[src/rtl/fstu_pkg.sv]
`timescale 1ns / 1ps
// ----------------------------------------------------------------------------
// fstu_pkg
// Shared types, widths and register codes of the flame source term unit.
// ----------------------------------------------------------------------------
package fstu_pkg;

  // default build parameters
  localparam int WINDOW_TABLE_DEPTH_DEF = 256;
  localparam int FRACTION_BITS_DEF      = 16;

  // port widths
  localparam int FRAC_IN_W  = 17;
  localparam int TEMP_W     = 20;
  localparam int RATE_W     = 32;
  localparam int ZST_W      = 16;
  localparam int MSRC_W     = 33;
  localparam int HEAT_W     = 48;
  localparam int CFG_IDX_W  = 3;
  localparam int CFG_DATA_W = 32;

  // register reset values
  localparam logic [ZST_W-1:0]  STOICH_RST  = 16'd32768;
  localparam logic [RATE_W-1:0] INV_WID_RST = 32'd65536;

  typedef enum logic [CFG_IDX_W-1:0] {
    REG_MODEL_MODE      = 3'd0,
    REG_RXN_RATE        = 3'd1,
    REG_HEAT_GAIN       = 3'd2,
    REG_IGNITION_TEMP   = 3'd3,
    REG_STOICH_FRACTION = 3'd4,
    REG_INV_MIX_WIDTH   = 3'd5,
    REG_MIX_RATE        = 3'd6
  } cfg_reg_e;

  typedef enum logic {
    MODE_PREMIXED     = 1'b0,
    MODE_NON_PREMIXED = 1'b1
  } model_mode_e;

  typedef struct packed {
    model_mode_e        model_mode;
    logic [RATE_W-1:0]  rxn_rate;
    logic [RATE_W-1:0]  heat_gain;
    logic [TEMP_W-1:0]  ign_temp;
    logic [ZST_W-1:0]   stoich_fraction;
    logic [RATE_W-1:0]  inverse_mixing_width;
    logic [RATE_W-1:0]  mix_rate;
  } cfg_t;

endpackage

[src/rtl/fstu_cfg_regs.sv]
`timescale 1ns / 1ps
// ----------------------------------------------------------------------------
// fstu_cfg_regs
// Configuration register file, written one register per transaction.
// ----------------------------------------------------------------------------
module fstu_cfg_regs (
  input  logic                           clk_i,
  input  logic                           rst_ni,
  input  logic                           cfg_valid_i,
  output logic                           cfg_ready_o,
  input  logic [fstu_pkg::CFG_IDX_W-1:0] cfg_index_i,
  input  logic [fstu_pkg::CFG_DATA_W-1:0] cfg_wdata_i,
  output fstu_pkg::cfg_t                 cfg_o
);
  import fstu_pkg::*;

  cfg_t cfg_q, cfg_d;

  assign cfg_ready_o = 1'b1;
  assign cfg_o       = cfg_q;

  always_comb begin
    cfg_d = cfg_q;
    if (cfg_valid_i) begin
      unique case (cfg_reg_e'(cfg_index_i))
        REG_MODEL_MODE:      cfg_d.model_mode           = model_mode_e'(cfg_wdata_i[0]);
        REG_RXN_RATE:        cfg_d.rxn_rate             = cfg_wdata_i;
        REG_HEAT_GAIN:       cfg_d.heat_gain            = cfg_wdata_i;
        REG_IGNITION_TEMP:   cfg_d.ign_temp             = cfg_wdata_i[TEMP_W-1:0];
        REG_STOICH_FRACTION: cfg_d.stoich_fraction      = cfg_wdata_i[ZST_W-1:0];
        REG_INV_MIX_WIDTH:   cfg_d.inverse_mixing_width = cfg_wdata_i;
        REG_MIX_RATE:        cfg_d.mix_rate             = cfg_wdata_i;
        default: ; // unused index, write dropped
      endcase
    end
  end

  always_ff @(posedge clk_i or negedge rst_ni) begin
    if (!rst_ni) begin
      cfg_q.model_mode           <= MODE_PREMIXED;
      cfg_q.rxn_rate             <= '0;
      cfg_q.heat_gain            <= '0;
      cfg_q.ign_temp             <= '0;
      cfg_q.stoich_fraction      <= STOICH_RST;
      cfg_q.inverse_mixing_width <= INV_WID_RST;
      cfg_q.mix_rate             <= '0;
    end else begin
      cfg_q <= cfg_d;
    end
  end

endmodule

[config.mk]
export PLATFORM = sky130hd
export DESIGN_NAME = fstu_cfg_regs
export DESIGN_NICKNAME = d
export VERILOG_FILES = /design/src/rtl/fstu_pkg.sv /design/src/rtl/fstu_cfg_regs.sv
export SDC_FILE = /design/constraint.sdc
export NUM_CORES = 1
export LEC_CHECK = 0
export BUFFER_PORTS_ARGS = -buffer_cell sky130_fd_sc_hd__buf_2
export CAP_MARGIN = 20
export CORE_MARGIN = 2
export CORE_UTILIZATION = 45
export CTS_CLUSTER_DIAMETER = 40
export CTS_CLUSTER_SIZE = 28
export DETAILED_ROUTE_END_ITERATION = 10
export MAX_ROUTING_LAYER = met4
export PLACE_DENSITY = 0.72
export SLEW_MARGIN = 20
export SYNTH_ARGS = -nofsm -noshare
export SYNTH_HDL_FRONTEND = slang
export SYNTH_SLANG_ARGS = --single-unit
[constraint.sdc]
create_clock -name clk_i -period 0.9 [get_ports clk_i]
set_input_delay 0.18 -clock clk_i [delete_from_list [all_inputs] [get_ports clk_i]]
set_output_delay 0.18 -clock clk_i [all_outputs]
set_load 0.05 [all_outputs]
After elaboration in Yosys (flattened, before gate mapping)

Index checks and enable logic that the tools add are counted.

Eq/ne operators: 6
Reductions and logical operators: 8

Operators by type and width:

| operator                                                               | number |
|---|---|
| 2-bit AND reduction                                                    | 7 |
| 3-bit equality test (second input constant)                            | 3 |
| 3-bit by 2-bit equality test with 1-bit output (second input constant) | 2 |
| 3-bit by 1-bit equality test with 1-bit output (second input constant) | 1 |
| 3-bit logical NOT                                                      | 1 |

Register bits after elaboration: 165
Output and inout bits: 166

Depth between registers and ports, before layout

Depth after elaboration: 2
Gate-level depth with buffers: 4

Least setup slack after synthesis

No wires, ideal clock.

Path kind: input to register
Start point: input cfg_index_i[1] (netlist name)
End point: register cfg_q, in the netlist cfg_o[69]
Setup time: 0.125 ns
Data arrival time: 1.056 ns
Setup slack: -0.281 ns
Stages: 4
Path buffers: 2
Path through: and4bb_1 -> buf_2 -> buf_6 -> mux2_4

Word-level cells in the longest chain between the ends: 2

Ends and longest elaborated chain:

| what                                 | RTL line            | RTL |
|---|---|---|
| from (decl)                          | fstu_cfg_regs.sv:11 | `input logic [fstu_pkg::CFG_IDX_W-1:0] cfg_index_i,` |
| 3-bit equality test                  | fstu_cfg_regs.sv:25 | `unique case (cfg_reg_e'(cfg_index_i))` |
| 2-bit AND reduction (no source line) | -                   |  |
| to (signal assigned)                 | fstu_cfg_regs.sv:48 | `cfg_q <= cfg_d;` |
| to (decl)                            | fstu_cfg_regs.sv:17 | `cfg_t cfg_q, cfg_d;` |

No other way between the ends.
A chain may end at the register's enable or synchronous reset.

Final worst setup path

Start point: register cfg_q, in the netlist cfg_o[79]
End point: output cfg_o[79] (netlist name)

RTL lines:

| what      | RTL line            | RTL |
|---|---|---|
| to (decl) | fstu_cfg_regs.sv:13 | `output fstu_pkg::cfg_t cfg_o` |

No word-level cell between the ends.

==> impl_metrics.csv <==
group,metric,value,unit
layout,fill_cells,791,
synth,synthAdderAreaFrac,0,%
place,io_buffers,202,
floorplanning,io_pins,204,
grt,grt_overflow_total,0,
sta,drv_slew,0,
clock_network,cts_max_level,4,
synth,synth_area_leader_cell,"dfrtp_1",
grt,grtUsageTotal,25.18,%
status,outcome,"complete, but fails checks",
layout,largest_reg_flops,165,
setup_path,regToRegSetupSlack,-140,ps
layout,layout_commonest_cell,"buf_6",
synth,synthCells,357,
floorplanning,die_w,123.9,um
sta,fin_skew,0,ps
grt,antenna_found_initial,0,
layout,layout_common_cells,"buf_6, dfrtp_1, mux2_4",
status,violations,"setup timing",
layout,fin_util,76.91,%
setup_path,crit_slowest_cell,"dfstp_2",
clock_network,cts_buffer_depth,2,
setup_path,cpPeakStageDelay,560,ps
layout,drive_gt1_share,79.02,%
synth,syn_avg_cell_area,18.12,um2
layout,nNetsFinal,716,
sta,max_freq,0.7644,GHz
clock_network,clock_sinks,165,
setup_path,cp_top_family,"flip-flops",
sta,finalWorstSetupSlack,-408.2,ps
grt,busiest_layer,"met2",
sta,min_period,1308,ps
setup_path,critPathBufInv,1,
detailed_routing,drtIter0Drc,131,
clock_network,clk_latency,420,ps
setup_path,arrival,1130,ps
synth,ys_warn_count,0,
grt,grt_pass1_vias,4771,
clock_network,cts_buffers,17,
place,hpwlAfterDp,11070,um
floorplanning,dieArea,15350,um2
detailed_routing,via_per_inst,5.085,
setup_path,critical_path.max_fanout,2,
synth,yosysTopAreaCellShare,63.04,%
synth,yosys.area_share.simple,1.122,%
power,totalPowerFinal,31.85,mW
floorplanning,start_util,46.25,%
synth,synth-xor-area-share,0,%
synth,synth_compound_area_share,0,%
synth,syn_area,6470,um2
grt,met2_usage,40.73,%
setup_path,end_kind,"output port",
clock_network,clk_pin_slew_worst_paths,70,ps
detailed_routing,ant_nets,0,
clock_network,cts_tree,"yes",
floorplanning,rows,43,
floorplanning,fp.dieH,123.9,um
power,ir_drop,1889,uV
grt,grt_start_max_net_pins,33,
flow_run,max-cap-violations,0,
synth,synthMuxAreaShare,32.78,%
setup_path,critical_path_class,"reg2out",
clock_network,root_buffer,"clkbuf_16",
sta,grt_setup_unrepaired,"true",
synth,synth_top_family_by_area,"multiplexers",
detailed_routing,routedWlPerCell,23.36,um
floorplanning,core_area,13990,um2
hold_path,hp-class,"in2reg",
place,gp_congestion,0.7609,
detailed_routing,finalWirelength,20350,um
detailed_routing,drt_pass1_iterations,4,
synth,ys_top_cells_by_area,"dfrtp_1, mux2_2, mux2_4",
synth,synth-seq-area-share,63.86,%
detailed_routing,vias,4429,
power,power.leakage,5.171,nW
layout,area_growth,66.27,%
setup_path,crit_path_start_kind,"register",
setup_path,required,720,ps
grt,grt_pass1_wl,27370,um
grt,global_route.usage.met3,7.647,%
layout,diodes,0,
synth,synth_cell_types,11,
sta,finalHoldViolations,0,
synth,synth.ff_latch_count,165,
setup_path,crit_chain,"buf_12",
place,pre_cts_ws,-487.2,ps
synth,syn_nets,395,
detailed_routing,drc,0,
sta,fin_crit_sh,145.4,%
power,power_density,2961,nW/um2
grt,grt_use_met1,30.10,%
sta,finalSetupViolations,260,
## repair_timing
| action | in CTS | in global routing |
|---|---|---|
| endpoints found under the setup margin | 204 | 259 |
| hold endpoints to repair | 164 | 0 |
| hold buffers | 1 | 0 |
| setup buffers | 60 | 42 |
| resized for setup | 363 | 64 |
| cloned | 5 | 5 |
| pin swaps | 2 | 2 |
## layer usage
layer	routed length [um]	part of all wire, %
met1	8213	40
met2	10580	52
met3	1155	5.7
met4	400	2.0
met5	0	0
## synthesized netlist by cell type
| cell type | number |
|---|---|
| nand4b_1 | 3 |
| buf_4 | 1 |
| mux2_2 | 95 |
| dfrtp_1 | 163 |
| dfstp_2 | 2 |
| buf_2 | 11 |
| mux2_4 | 70 |
| nor4b_1 | 1 |
| buf_6 | 7 |
| and4bb_1 | 3 |
| conb_1 | 1 |
## layout make-up
cell class,count,area [um2],area share [%]
Sequential cell,165,4163,38.70
Timing Repair Buffer,321,3501,32.54
Multi-Input combinational cell,173,2313,21.51
Tap cell,180,225.2,2.094
Clock inverter,14,126.4,1.175
Clock buffer,18,429.2,3.989
## per-stage QoR
| step | cell area [um2] | setup TNS, ps | cells | hold WS, ps |
|---|---|---|---|---|
| after detailed placement | 7985 | -70370 | 747 | 94.83 |
| final | 10760 | -51140 | 871 | 43.01 |
| after floorplan | 6611 | -28730 | 357 | -115.6 |
| after CTS | 10290 | -46820 | 845 | 17.61 |
| after global placement | 7985 | -67580 | 747 | 92.12 |
| after global routing | 10760 | -55860 | 871 | 35.37 |
## power breakdown
part           switching (mW)  internal [mW]  leakage, nW  total (mW)
Sequential               1.44           9.13         1.95        10.6
Clock                    3.11           3.83        0.260        6.94
Combinational            8.09           6.25         2.96        14.3
## cells by family after synthesis
group         after synthesis
mux                       165
flops                     165
buf+inv                    19
simple gates                7
other cells                 1
## path summary, 6_finish.rpt
| path | startpoint | endpoint | cells after the start |
|---|---|---|---|
| min in group asynchronous | rst_ni | cfg_o[53] | 2 |
| max in group asynchronous | rst_ni | cfg_o[88] | 3 |
| hold / removal | cfg_wdata_i[31] | cfg_o[131] | 2 |
| setup reg to reg | cfg_o[103] | cfg_o[103] | 3 |
| setup / recovery | cfg_o[79] | cfg_o[79] | 1 |
| hold reg to reg | cfg_o[0] | cfg_o[0] | 1 |
Note: power is estimated with default switching activity, not from simulation.
